--- src/rtl/core/tmac_pkg.sv ---
package tmac_pkg;

	// Boxcar length and the widths that follow from it
	localparam int WINDOW = 10;
	localparam int CLOG_W = $clog2(WINDOW);
	localparam int SUM_W  = 17 + CLOG_W;   // signed running sum
	localparam int MAG_W  = 16 + CLOG_W;   // magnitude of the sum

	// Reciprocal of WINDOW, scaled by 2^MAG_W; low by at most one in the quotient
	localparam logic [MAG_W-1:0] RECIP_M = MAG_W'((64'd1 << MAG_W) / WINDOW);

	localparam int SAMP_W = 16;
	localparam int DIFF_W = 17;
	localparam int PROD_W = 34;
	localparam int CAL_W  = 24;
	localparam int FRAC_SH = 10;           // Q.14 down to Q.4

	// Pipeline depth, input register to output register
	localparam int NSTG = 7;

	// Configuration register indexes
	localparam int CFG_IDX_W = 3;
	localparam logic [CFG_IDX_W-1:0] CFG_OFFSET_X = 3'd0;
	localparam logic [CFG_IDX_W-1:0] CFG_OFFSET_Y = 3'd1;
	localparam logic [CFG_IDX_W-1:0] CFG_OFFSET_Z = 3'd2;
	localparam logic [CFG_IDX_W-1:0] CFG_SCALE_X  = 3'd3;
	localparam logic [CFG_IDX_W-1:0] CFG_SCALE_Y  = 3'd4;
	localparam logic [CFG_IDX_W-1:0] CFG_SCALE_Z  = 3'd5;

	localparam logic [15:0] SCALE_ONE = 16'd16384;

	typedef struct packed {
		logic signed [15:0] word_first;
		logic signed [15:0] word_second;
		logic signed [15:0] word_third;
	} in_word_t;

	typedef struct packed {
		logic signed [15:0] avg_x;
		logic signed [15:0] avg_y;
		logic signed [15:0] avg_z;
		logic signed [23:0] cal_x;
		logic signed [23:0] cal_y;
		logic signed [23:0] cal_z;
		logic signed [15:0] min_x;
		logic signed [15:0] min_y;
		logic signed [15:0] min_z;
		logic signed [15:0] max_x;
		logic signed [15:0] max_y;
		logic signed [15:0] max_z;
	} out_word_t;

	// Per-lane result
	typedef struct packed {
		logic signed [15:0]      avg;
		logic signed [CAL_W-1:0] cal;
		logic signed [15:0]      min;
		logic signed [15:0]      max;
	} lane_res_t;

	// Pipeline control shared by all lanes
	typedef struct packed {
		logic acc;   // word taken on the input
		logic adv;   // whole pipeline moves
		logic upd;   // a valid average enters the extremes stage
	} pipe_ctl_t;

endpackage

--- src/rtl/core/tmac_ctrl.sv ---
module tmac_ctrl
	import tmac_pkg::*;
(
	input  logic      clk,
	input  logic      arst_n,
	input  logic      in_valid,
	output logic      in_ready,
	output logic      out_valid,
	input  logic      out_ready,
	output pipe_ctl_t ctl
);

	logic [NSTG-1:0] v_q;
	logic            adv;

	// Pipeline moves unless the output word is held
	assign adv       = !v_q[NSTG-1] || out_ready;
	assign in_ready  = adv;
	assign out_valid = v_q[NSTG-1];

	assign ctl.acc = in_valid && adv;
	assign ctl.adv = adv;
	assign ctl.upd = adv && v_q[4];

	// Valid bits follow the words down the stages
	always_ff @(posedge clk or negedge arst_n) begin
		if (!arst_n) begin
			v_q <= '0;
		end else if (adv) begin
			v_q <= {v_q[NSTG-2:0], in_valid};
		end
	end

endmodule

--- config.mk ---
export PLATFORM = sky130hd
export DESIGN_NAME = tmac_ctrl
export DESIGN_NICKNAME = d
export VERILOG_FILES = /design/src/rtl/core/tmac_pkg.sv /design/src/rtl/core/tmac_ctrl.sv
export SDC_FILE = /design/constraint.sdc
export NUM_CORES = 1
export LEC_CHECK = 0
export ABC_CLOCK_PERIOD_IN_PS = 1500
export BUFFER_PORTS_ARGS = -buffer_cell sky130_fd_sc_hd__buf_2
export CAP_MARGIN = 25
export CORE_AREA = 2 2 39 41
export CTS_CLUSTER_DIAMETER = 50
export DETAILED_ROUTE_END_ITERATION = 10
export DIE_AREA = 0 0 41 43
export PLACE_DENSITY = 0.49
export SLEW_MARGIN = 15
export SYNTH_ARGS = -nofsm -noshare
export SYNTH_HDL_FRONTEND = slang
export SYNTH_SLANG_ARGS = --single-unit
--- constraint.sdc ---
create_clock -name clk -period 1.5 [get_ports clk]
set_clock_uncertainty 0.15 [all_clocks]
set_input_delay 0.3 -clock clk [delete_from_list [all_inputs] [get_ports clk]]
set_output_delay 0.3 -clock clk [all_outputs]
set_load 0.01 [all_outputs]
; Yosys cells after proc, flatten, opt, wreduce, memory -nomap -nowiden
; Cells that the tools add are included.
[classes]
addsub = 0
n_bitwise = 0
reduce_logical = 4
mul = 0
shift = 0
n_lt_le_gt_ge = 0
n_mux = 0
div = 0
n_eq_ne = 0
[op_table]
columns = cell, n
row1 = logical AND 1 bit, 2
row2 = zero test 1 bit, 1
row3 = logical OR 1 bit, 1
[word_totals]
register_bits = 7
wordCells = 5
ramBits = 0
mem_count = 0
latchBits = 0
output_inout_bits = 5
inputBits = 4
rom_bits = 0

; Longest topological paths before layout
[logic_depth]
ltp_word = 3
mapped_depth = 3
depth_no_buf = 2

; Worst setup path before layout
; OpenSTA, ideal clock, no wires.
[synth_path]
path_type = reg-to-output
start = register v_q[6]
end = output port ctl[0] (netlist name)
slack_ns = 0.221
arrival_ns = 0.829
required_time_ns = 1.050
n_path_buf = 1
path_stages_with_launch = 4
path_cell_list = dfrtp_1 -> nand2b_4 -> buf_6 -> and2_1
[synth_rtl]
columns = item, line
row1 = from (decl), tmac_ctrl.sv:13  ; logic [NSTG-1:0] v_q;
row2 = from (signal assigned), tmac_ctrl.sv:30  ; v_q <= {v_q[NSTG-2:0], in_valid};
row3 = to (decl), tmac_ctrl.sv:10  ; output pipe_ctl_t ctl

==> flow_metrics.env <==
export IMPL_coreArea_um2=1380
export IMPL_synth_seq_area_share_pct=55.3
export IMPL_fin_cells=47
export IMPL_dpl_cell_area_um2=358
export IMPL_ant_nets=0
export IMPL_reg_largest_list="v_q (7)"
export IMPL_row_count=14
export IMPL_p_leak_nw=0.204
export IMPL_finalCritPeriodShare_pct=95.5
export IMPL_io_buffers=8
export IMPL_gr_usage_all_layers_pct=8.72
export IMPL_htreeDepth=1
export IMPL_power_density_nw_per_um2=1990
export IMPL_antennaDiodeCount=0
export IMPL_setup_tns_ns=0
export IMPL_finalHoldViolations=0
export IMPL_largest_reg_flops=7
export IMPL_period_needed_ns=1.43
export IMPL_r2r_slack_ns=0.25
export IMPL_synth_area_um2=317
export IMPL_final_cell_mix="buf_2 (8), dfrtp_1 (7), mux2_4 (6)"
export IMPL_grt_start_max_net_pins=8
export IMPL_layout_drive_gt1_share_pct=61.3
export IMPL_max_vdd_ir_drop_uv=522
export IMPL_postSynthCellCount=19
export IMPL_p_total_w=0.000799
export IMPL_r2r_start="v_q[6]$_DFFE_PN0P_"
export IMPL_cts_resized=0
export IMPL_final_common_cell="buf_2"
export IMPL_rr_endpoint="v_q[3]$_DFFE_PN0P_"
export IMPL_worst_pin_slew_ns=0.163
export IMPL_die_y_um=43
export IMPL_vias_per_cell=3.74
export IMPL_yosysUniqueCellTypes=7
export IMPL_hold_path_class="in2reg"
export IMPL_drv_slew=0
export IMPL_dieWidth_um=41
export IMPL_syn_to_final_growth_pct=26.9
export IMPL_cts_sinks=7
export IMPL_die_area_um2=1760
export IMPL_yosysWarnings=0
export IMPL_hold_path_startpoint="in_valid"
export IMPL_place_congestion=0.629
export IMPL_syn_area_per_cell_um2=16.7
export IMPL_arrival_ns=0.98
export IMPL_clkLatencyLatePin_ns=0.25
export IMPL_n_fill_cell=139
export IMPL_crit_path_start_kind="register"
export IMPL_hold_end="v_q[0]$_DFFE_PN0P_"
export IMPL_root_buffer="clkbuf_4"
export IMPL_rr_worst_depth=3
export IMPL_pre_cts_ws_ns=0.139
export IMPL_setup_viol=0
export IMPL_whs_path_depth=2
export IMPL_drc=0
export IMPL_maxCapViolations=0
export IMPL_critical_path_endpoint_type="output pin"
export IMPL_grt_pass1_wl_um=883
export IMPL_grt_overflow_total=0
export IMPL_wire_per_inst_um=11.3
export IMPL_dp_cells=41
export IMPL_cp_required_ns=1.05
export IMPL_cts_clk_slew_worst_paths_ns=0.05
export IMPL_max_flop_register="v_q"
export IMPL_setup_ws_ns=0.0669
export IMPL_syn_num_nets=23
export IMPL_drt_pass1_iter_count=1
export IMPL_antenna_found_initial=0
export IMPL_critPathKind="reg2out"
export IMPL_grt_pass1_vias=202
export IMPL_cts_buffers=3
export IMPL_start_util_pct=22.9
export IMPL_slew_headroom_pct=89.1
export IMPL_vias=176
export IMPL_max_freq_mhz=698
export IMPL_clockBufferDepth=2
export IMPL_tritoncts="yes"
export IMPL_ys_seq_elements=7
export IMPL_rsz0062_at_grt="false"
export IMPL_initialDrtViolationCount=0
export IMPL_layout_nets=36
export IMPL_status="complete, no violations"
export IMPL_fin_area_um2=402
export IMPL_dp_hpwl_um=321
export IMPL_path_max_fanout=5
export IMPL_finalWirelength_um=530
export IMPL_io_pins=9
[per-layer routing]
| layer | up-vias | share of wire (%) | wire length, µm | global-route usage (%) |
|---|---|---|---|---|
| met1 | 82 | 42 | 225 | 8.97 |
| met4 | 0 | 1.5 | 8 | 10.0 |
| met5 | - | 0 | 0 | 0 |
| met2 | 7 | 48 | 256 | 10.9 |
| met3 | 2 | 7.4 | 39 | 4.71 |
| li1 | 85 | - | - | - |
[report_power, final]
part | leakage (nW) | switching (W) | internal (W)
Clock | 0.0150 | 0.0000670 | 0.000101
Sequential | 0.0807 | 0.0000565 | 0.000278
Combinational | 0.108 | 0.000104 | 0.000192
[worst max-delay path, cell delays in order (launching register included)]
cell and delay, ns:
dfrtp_1 0.38, nand2b_4 0.08, and2_1 0.15, buf_2 0.13
[per-stage QoR]
stage          hold WS, ns  utilization [%]
3_3_place_gp       -0.0140             25.9
2_1_floorplan       -0.146                -
3_5_place_dp      -0.00942             25.9
6_report             0.151             29.0
5_1_grt              0.151             29.0
4_1_cts              0.141             29.0
[synth_stat cells]
library cell,n,area share (%)
dfrtp_1,7,55
mux2_4,6,28
nand2b_4,1,4.3
nand2b_1,1,2.0
buf_4,1,2.4
and2_1,2,4.0
buf_6,1,3.6
[logic make-up (layout without fill, tap and decap cells)]
kind of cell,count (synthesis),after routing,share of synthesized area (%)
buf+inv,2,14,5.93
flops,7,7,55.3
mux,6,6,28.5
simple gates,4,4,10.3
[layout make-up]
cell class | count | area, µm² | share of cell area [%]
clock buffers | 4 | 26.3 | 6.54
multi-input cells | 10 | 123 | 30.5
flip-flops and latches | 7 | 175 | 43.6
well taps | 16 | 20.0 | 4.98
repair buffers | 10 | 57.6 | 14.3
[worst max-delay path by stage]
stage | startpoint | to | slack, ns
after CTS | v_q[6]$_DFFE_PN0P_ | ctl[2] | 0.05
final | v_q[6]$_DFFE_PN0P_ | ctl[2] | 0.07
after global placement | out_ready | ctl[2] | 0.15
after detailed placement | out_ready | ctl[0] | 0.14
after floorplan | v_q[6]$_DFFE_PN0P_ | ctl[0] | 0.22
after global routing | v_q[6]$_DFFE_PN0P_ | ctl[2] | 0.02
[what timing repair did]
item	in CTS	in global routing
setup endpoints to repair	2	0
buffers inserted	1	0
endpoints found under the hold margin	7	0
hold buffers	1	0
Note: power is estimated with default switching activity, not from simulation.
