==> src/rtl/core/tmac_pkg.sv <==
package tmac_pkg;

	// Boxcar length and the widths that follow from it
	localparam int WINDOW = 10;
	localparam int CLOG_W = $clog2(WINDOW);
	localparam int SUM_W  = 17 + CLOG_W;   // signed running sum
	localparam int MAG_W  = 16 + CLOG_W;   // magnitude of the sum

	// Reciprocal of WINDOW, scaled by 2^MAG_W; low by at most one in the quotient
	localparam logic [MAG_W-1:0] RECIP_M = MAG_W'((64'd1 << MAG_W) / WINDOW);

	localparam int SAMP_W = 16;
	localparam int DIFF_W = 17;
	localparam int PROD_W = 34;
	localparam int CAL_W  = 24;
	localparam int FRAC_SH = 10;           // Q.14 down to Q.4

	// Pipeline depth, input register to output register
	localparam int NSTG = 7;

	// Configuration register indexes
	localparam int CFG_IDX_W = 3;
	localparam logic [CFG_IDX_W-1:0] CFG_OFFSET_X = 3'd0;
	localparam logic [CFG_IDX_W-1:0] CFG_OFFSET_Y = 3'd1;
	localparam logic [CFG_IDX_W-1:0] CFG_OFFSET_Z = 3'd2;
	localparam logic [CFG_IDX_W-1:0] CFG_SCALE_X  = 3'd3;
	localparam logic [CFG_IDX_W-1:0] CFG_SCALE_Y  = 3'd4;
	localparam logic [CFG_IDX_W-1:0] CFG_SCALE_Z  = 3'd5;

	localparam logic [15:0] SCALE_ONE = 16'd16384;

	typedef struct packed {
		logic signed [15:0] word_first;
		logic signed [15:0] word_second;
		logic signed [15:0] word_third;
	} in_word_t;

	typedef struct packed {
		logic signed [15:0] avg_x;
		logic signed [15:0] avg_y;
		logic signed [15:0] avg_z;
		logic signed [23:0] cal_x;
		logic signed [23:0] cal_y;
		logic signed [23:0] cal_z;
		logic signed [15:0] min_x;
		logic signed [15:0] min_y;
		logic signed [15:0] min_z;
		logic signed [15:0] max_x;
		logic signed [15:0] max_y;
		logic signed [15:0] max_z;
	} out_word_t;

	// Per-lane result
	typedef struct packed {
		logic signed [15:0]      avg;
		logic signed [CAL_W-1:0] cal;
		logic signed [15:0]      min;
		logic signed [15:0]      max;
	} lane_res_t;

	// Pipeline control shared by all lanes
	typedef struct packed {
		logic acc;   // word taken on the input
		logic adv;   // whole pipeline moves
		logic upd;   // a valid average enters the extremes stage
	} pipe_ctl_t;

endpackage

==> src/rtl/core/tmac_lane.sv <==
module tmac_lane
	import tmac_pkg::*;
(
	input  logic               clk,
	input  logic               arst_n,
	input  pipe_ctl_t          ctl,
	input  logic signed [15:0] sample,
	input  logic [15:0]        offset,
	input  logic [15:0]        scale,
	output lane_res_t          res
);

	logic signed [SAMP_W-1:0] win_q [WINDOW];
	logic signed [SUM_W-1:0]  sum_q;

	logic [MAG_W-1:0]   mag_s2;
	logic               neg_s2;
	logic [2*MAG_W-1:0] prodm_s3;
	logic [MAG_W-1:0]   mag_s3;
	logic               neg_s3;
	logic [15:0]        q_s4;
	logic               neg_s4;
	logic signed [15:0] avg_s5;
	logic signed [15:0] avg_s6;
	logic signed [DIFF_W-1:0] diff_s6;
	logic signed [15:0] min_s6;
	logic signed [15:0] max_s6;
	logic signed [16:0] scale_s6;
	logic signed [15:0] avg_s7;
	logic signed [15:0] min_s7;
	logic signed [15:0] max_s7;
	logic signed [PROD_W-1:0] prod_s7;
	logic signed [15:0] min_q;
	logic signed [15:0] max_q;

	logic [15:0]       q0;
	logic [MAG_W-1:0]  rem;
	logic signed [15:0] min_nx;
	logic signed [15:0] max_nx;

	// Window shift line and running sum (stage 1)
	always_ff @(posedge clk or negedge arst_n) begin
		if (!arst_n) begin
			for (int i = 0; i < WINDOW; i++) begin
				win_q[i] <= '0;
			end
			sum_q <= '0;
		end else if (ctl.acc) begin
			for (int i = 0; i < WINDOW - 1; i++) begin
				win_q[i] <= win_q[i+1];
			end
			win_q[WINDOW-1] <= sample;
			sum_q <= sum_q + SUM_W'(sample) - SUM_W'(win_q[0]);
		end
	end

	// Quotient estimate and one-step correction
	assign q0  = prodm_s3[MAG_W +: 16];
	assign rem = mag_s3 - MAG_W'(q0 * WINDOW);

	// Running extremes including the current average
	assign min_nx = (avg_s5 < min_q) ? avg_s5 : min_q;
	assign max_nx = (avg_s5 > max_q) ? avg_s5 : max_q;

	// Divide, extremes and calibration stages
	always_ff @(posedge clk) begin
		if (ctl.adv) begin
			// stage 2: magnitude of the sum
			neg_s2 <= sum_q[SUM_W-1];
			mag_s2 <= sum_q[SUM_W-1] ? MAG_W'(-sum_q) : MAG_W'(sum_q);
			// stage 3: reciprocal multiply
			prodm_s3 <= mag_s2 * RECIP_M;
			mag_s3   <= mag_s2;
			neg_s3   <= neg_s2;
			// stage 4: corrected magnitude of the quotient
			q_s4   <= q0 + 16'(rem >= MAG_W'(WINDOW));
			neg_s4 <= neg_s3;
			// stage 5: signed average, truncated toward zero
			avg_s5 <= $signed(neg_s4 ? (~q_s4 + 16'd1) : q_s4);
			// stage 6: extremes and offset removal
			avg_s6   <= avg_s5;
			min_s6   <= min_nx;
			max_s6   <= max_nx;
			diff_s6  <= DIFF_W'(avg_s5) - DIFF_W'($signed(offset));
			scale_s6 <= $signed({1'b0, scale});
			// stage 7: gain, output register
			avg_s7  <= avg_s6;
			min_s7  <= min_s6;
			max_s7  <= max_s6;
			prod_s7 <= diff_s6 * scale_s6;
		end
	end

	// Extremes state
	always_ff @(posedge clk or negedge arst_n) begin
		if (!arst_n) begin
			min_q <= 16'sh7fff;
			max_q <= -16'sh8000;
		end else if (ctl.upd) begin
			min_q <= min_nx;
			max_q <= max_nx;
		end
	end

	// Arithmetic shift floors to four fractional bits
	assign res.avg = avg_s7;
	assign res.cal = prod_s7[FRAC_SH +: CAL_W];
	assign res.min = min_s7;
	assign res.max = max_s7;

endmodule

==> config.mk <==
export PLATFORM = sky130hd
export DESIGN_NAME = tmac_lane
export DESIGN_NICKNAME = d
export VERILOG_FILES = /design/src/rtl/core/tmac_pkg.sv /design/src/rtl/core/tmac_lane.sv
export SDC_FILE = /design/constraint.sdc
export NUM_CORES = 2
export LEC_CHECK = 0
export BUFFER_PORTS_ARGS = -buffer_cell sky130_fd_sc_hd__buf_2
export CORE_UTILIZATION = 64
export DETAILED_ROUTE_END_ITERATION = 10
export PLACE_DENSITY = 0.93
export SYNTH_ARGS = -nofsm -noshare
export SYNTH_HDL_FRONTEND = slang
export SYNTH_SLANG_ARGS = --single-unit
==> constraint.sdc <==
create_clock -name clk -period 8.4 [get_ports clk]
set_input_delay 1.26 -clock clk [delete_from_list [all_inputs] [get_ports clk]]
set_output_delay 1.26 -clock clk [all_outputs]
set_load 0.01 [all_outputs]
# Word-level counts from Yosys, hierarchy flattened
# Cells that the tools add are included.
[classes]
add_sub_neg = 7
mul = 3
order_cmp = 3
muxes = 4
n_bitwise = 1
[op_table]
columns = ["cell", "count"]
rows = [
  ["two-way mux 16 bit", 3],
  ["multiplier 20 x 17 -> 36 bit (second input constant)", 1],
  ["multiplier 17 x 17 -> 34 bit", 1],
  ["adder 21 x 16 -> 21 bit", 1],
  ["subtractor 21 x 16 -> 21 bit", 1],
  [">= comparator 20 x 4 -> 1 bit (second input constant)", 1],
  ["two-way mux 20 bit", 1],
  ["negator 20 bit", 1],
  ["subtractor 20 bit", 1],
  ["multiplier 16 x 3 -> 19 bit (second input constant)", 1],
  ["subtractor 16 x 16 -> 17 bit", 1],
  ["adder 16 x 1 -> 16 bit", 1],
  ["adder 16 x 1 -> 16 bit (second input constant)", 1],
  ["> comparator 16 bit", 1],
  ["< comparator 16 bit", 1],
  ["inverter 16 bit", 1],
]
[totals]
register_bits = 487
inputBits = 53
elab_cells = 48

# Depth between registers and ports, before layout
[depth]
word_depth = 4
mapped_depth = 28

# Worst setup path before layout
# Ideal clock, no wire load.
[synth_path]
path_type = "register to register"
startpoint = "register scale_s6[8]"
endpoint = "register prod_s7[32] (data pin)"
setup_time_ps = 258
arrival_time_ps = 5943
required_time_ps = 8142
path_slack_ps = 2199
path_stages_with_launch = 26
path_buffers = 2
period_less_slack_ps = 6201
cell_sequence = "edfxtp_1 -> clkbuf_1 -> clkbuf_1 -> nand2_1 -> fa_1 -> inv_1 -> fa_1 -> inv_1 -> fa_1 -> inv_1 -> fa_1 -> inv_1 -> fa_1 -> inv_1 -> fa_1 -> ha_1 -> and3_1 -> a21oi_1 -> o21ai_0 -> a31oi_1 -> o21ai_0 -> a31oi_1 -> o31ai_1 -> o21a_1 -> nor2_1 -> xnor2_1"
[synth_via]
elab_chain_cells = 1
[synth_rtl]
columns = ["item", "line_no", "text"]
rows = [
  ["from (decl)", "tmac_lane.sv:28", "logic signed [16:0] scale_s6;"],
  ["from (signal assigned)", "tmac_lane.sv:85", "scale_s6 <= $signed({1'b0, scale});"],
  ["multiplier 17 x 17 -> 34 bit", "tmac_lane.sv:90", "prod_s7 <= diff_s6 * scale_s6;"],
  ["to (signal assigned)", "tmac_lane.sv:90", ""],
  ["to (decl)", "tmac_lane.sv:32", "logic signed [PROD_W-1:0] prod_s7;"],
]
# No other way between the ends.
# A chain may end at the register's enable or synchronous reset.

# Worst setup path after layout
[layout_path]
startpoint = "register diff_s6[12]"
endpoint = "register prod_s7[33] (data pin)"
[layout_via]
elab_chain_cells = 1
[layout_rtl]
columns = ["item", "line_no", "text"]
rows = [
  ["from (decl)", "tmac_lane.sv:25", "logic signed [DIFF_W-1:0] diff_s6;"],
  ["from (signal assigned)", "tmac_lane.sv:84", "diff_s6 <= DIFF_W'(avg_s5) - DIFF_W'($signed(offset));"],
  ["multiplier 17 x 17 -> 34 bit", "tmac_lane.sv:90", ""],
]
# No other way between the ends.

==> impl_metrics.tcl <==
set metrics [dict create \
    overflow 0 \
    via_per_inst 5.73 \
    dr_total_vias 23300 \
    grt_max_degree 125 \
    worst_slew_pin_slew_ns 1.24 \
    drtPass1Iterations 6 \
    post-route-util_pct 70.5 \
    dieArea_sq_um 57500 \
    synth-warning-count 0 \
    slew-limit-headroom_pct 15.5 \
    postCtsSetupBuffers 0 \
    grt_pass1_vias 25300 \
    grt_pass1_wl_microns 129000 \
    skew_ns 0.0290 \
    ys_seq_area_share_pct 35.0 \
    htreeDepth 2 \
    area_delta_synth_final_pct 8.27 \
    hold_viol_final 0 \
    max_cap_violations 0 \
    synth_edf_count 243 \
    cts_tree "done" \
    cts_inserted_buffers 50 \
    synth_area_per_cell_sq_um 11.4 \
    arrival_ns 7.52 \
    start_kind "register" \
    start_util_pct 65.2 \
    drv_slew 0 \
    io-pin-count 125 \
    critPathRequiredTime_ns 8.74 \
    portBuffers 124 \
    drive_gt1_share_pct 12.9 \
    nets 4082 \
    outcome "completed" \
    ys_types 60 \
    setup_slack_ns 1.22 \
    fin_crit_sh_pct 85.5 \
    cts_sinks 456 \
    yosys_register_bits 456 \
    clk_pin_slew_ns 0.06 \
    hold_class "register to register" \
    async_flop_share_pct 46.7 \
    synthCells 3167 \
    dp_hpwl_microns 57000 \
    synth-main-ff-cell "edfxtp_1" \
    whs_path_depth 0 \
    end_kind "register" \
    path_max_fanout 16 \
    antenna_found_initial 2 \
    finalSetupViolCount 0 \
    synth_fp_nets 3972 \
    path_class "register to register" \
    grt_usage_pct 28.9 \
    stdcell_area_sq_um 39200 \
    period_minus_slack_ns 7.18 \
    root_buffer "clkbuf_16" \
    netlist_area_sq_um 36200 \
    place_ws_ns 1.36 \
    setup_tns_ns 0 \
    place_area_sq_um 37500 \
    insertion_delay_ns 0.62 \
    fmax_mhz 139 \
    drc_errors 0 \
    wl_microns 79200 \
    first_iter_violations 1946 \
    coreArea_sq_um 55500 \
    fill_cells 3415 \
    multi_input_area_sq_um 20700 \
    cts_repair_resize_count 0 \
    r2r.worst_path.cells 22 \
    ant_nets 0 \
    finalWeightedCongestion 0.952 \
    rows 86 \
    cts_hold_buf 0 \
    rsz0062_at_grt "false" \
    seq_area_sq_um 12600 \
    die_y_microns 240 \
    clk_path_buf_depth 3 \
    die_x_microns 240 \
    wl_per_cell_microns 19.5 \
]
## layer usage
| metal | track usage [%] | wire length [microns] |
|---|---|---|
| met4 | 14.0 | 3930 |
| met2 | 50.7 | 40700 |
| met5 | 0 | 0 |
| met3 | 4.70 | 5020 |
| met1 | 34.7 | 29500 |
## area by class of cell
type                       count  area share (%)
tap                          748            2.39
sequential                   456            32.3
clock inverter                22           0.594
inverter                     686            6.57
clock buffer                  70            3.58
multi-input combinational   1953            52.8
timing repair buffer         130            1.76
antenna                        1         0.00639
## placed cells by master, fill, tap and decap left out, types with 14 or more instances in the layout
cell and n:
inv_1 686, o31ai_1 17, nor3_1 30, buf_2 121, xnor2_1 107, dfrtp_1 197, nand2_1 242, ha_1 344
a21oi_1 73, mux2_1 21, o21a_1 22, nor2_1 81, and3_1 14, dfstp_2 16, xor2_1 32, nand3_1 18
fa_1 408, a21o_1 37, clkbuf_16 51, mux2_2 199, o21ai_0 65, edfxtp_1 243, nand4_1 17, nor2b_1 15
and2_1 96
## final timing paths
kind                        startpoint     endpoint  slack [ns]
setup / recovery           diff_s6[12]  prod_s7[33]        1.22
hold / removal               avg_s6[2]    avg_s7[2]        0.42
setup reg to reg           diff_s6[12]  prod_s7[33]        1.22
hold reg to reg              avg_s6[2]    avg_s7[2]        0.42
max in group asynchronous       arst_n    win_q[19]        6.36
min in group asynchronous       arst_n    min_q[15]        0.68
## critical path, cell delays in order, from the launching register on
cell	delay [ns]
edfxtp_1	0.71
nand2_1	0.16
fa_1	0.53
inv_1	0.05
fa_1	0.53
inv_1	0.06
fa_1	0.52
inv_1	0.07
fa_1	0.54
inv_1	0.05
fa_1	0.48
inv_1	0.05
fa_1	0.43
ha_1	0.33
and3_1	0.17
a21oi_1	0.13
o21ai_0	0.09
a31oi_1	0.49
o21ai_0	0.41
a31oi_1	0.42
o31ai_1	0.21
o41ai_1	0.35
xnor2_1	0.10
## synthesized netlist by cell type (all sizes together) (4+ instances only)
library cell / number / area (sq um)
inv: 686 / 2570
fa: 408 / 8170
ha: 344 / 4300
edfxtp: 243 / 7300
nand2: 242 / 908
mux2: 220 / 2480
dfrtp: 197 / 4930
xnor2: 107 / 937
and2: 96 / 601
nor2: 81 / 304
a21oi: 73 / 365
o21ai: 66 / 330
clkbuf: 64 / 240
a21o: 37 / 278
xor2: 32 / 280
nor3: 30 / 150
o21a: 22 / 165
nand3: 18 / 90.1
nand4: 17 / 106
o31ai: 17 / 128
dfstp: 16 / 420
nor2b: 15 / 93.8
and3: 14 / 87.6
nand2b: 13 / 81.3
mux2i: 11 / 110
a211oi: 9 / 67.6
a31oi: 8 / 50.1
buf: 8 / 36.3
o21bai: 8 / 60.1
o41ai: 8 / 88.8
a21boi: 7 / 52.6
or3: 6 / 37.5
a211o: 4 / 35.0
a41oi: 4 / 35.0
nor4: 4 / 25.0
or2: 4 / 25.0
## state kept, by name, indices dropped and copies added (netlist names), 16 cells and up
signal and count:
max_s6 16, min_s6 16, mag_s3 19, mag_s2 20, prod_s7 24, min_q 16, win_q 160, sum_q 21
max_s7 16, avg_s7 16, diff_s6 17, min_s7 16, scale_s6 16, q_s4 16, prodm_s3 16, avg_s6 16
avg_s5 16, max_q 16
## cell families (layout without fill, tap and decap cells)
logic type / Yosys count / after routing / share of synthesized area (%)
compound gates: 283 / 283 / 5.05
buf+inv: 758 / 908 / 7.88
fa+ha+maj: 752 / 752 / 34.5
xor+xnor: 139 / 139 / 3.37
other cells: 0 / 1 / 0
simple gates: 548 / 548 / 7.11
flops: 456 / 456 / 35.0
mux: 231 / 231 / 7.15
## metrics by stage
stage	hold slack, ns	cells
6_report	0.418	4066
5_1_grt	0.422	4065
4_1_cts	0.419	4065
3_5_place_dp	0.405	3973
3_3_place_gp	0.402	3973
2_1_floorplan	0.400	3167
Power is not shown: default switching activity piles up to over one toggle a cycle in this logic, so the estimate is an artifact.
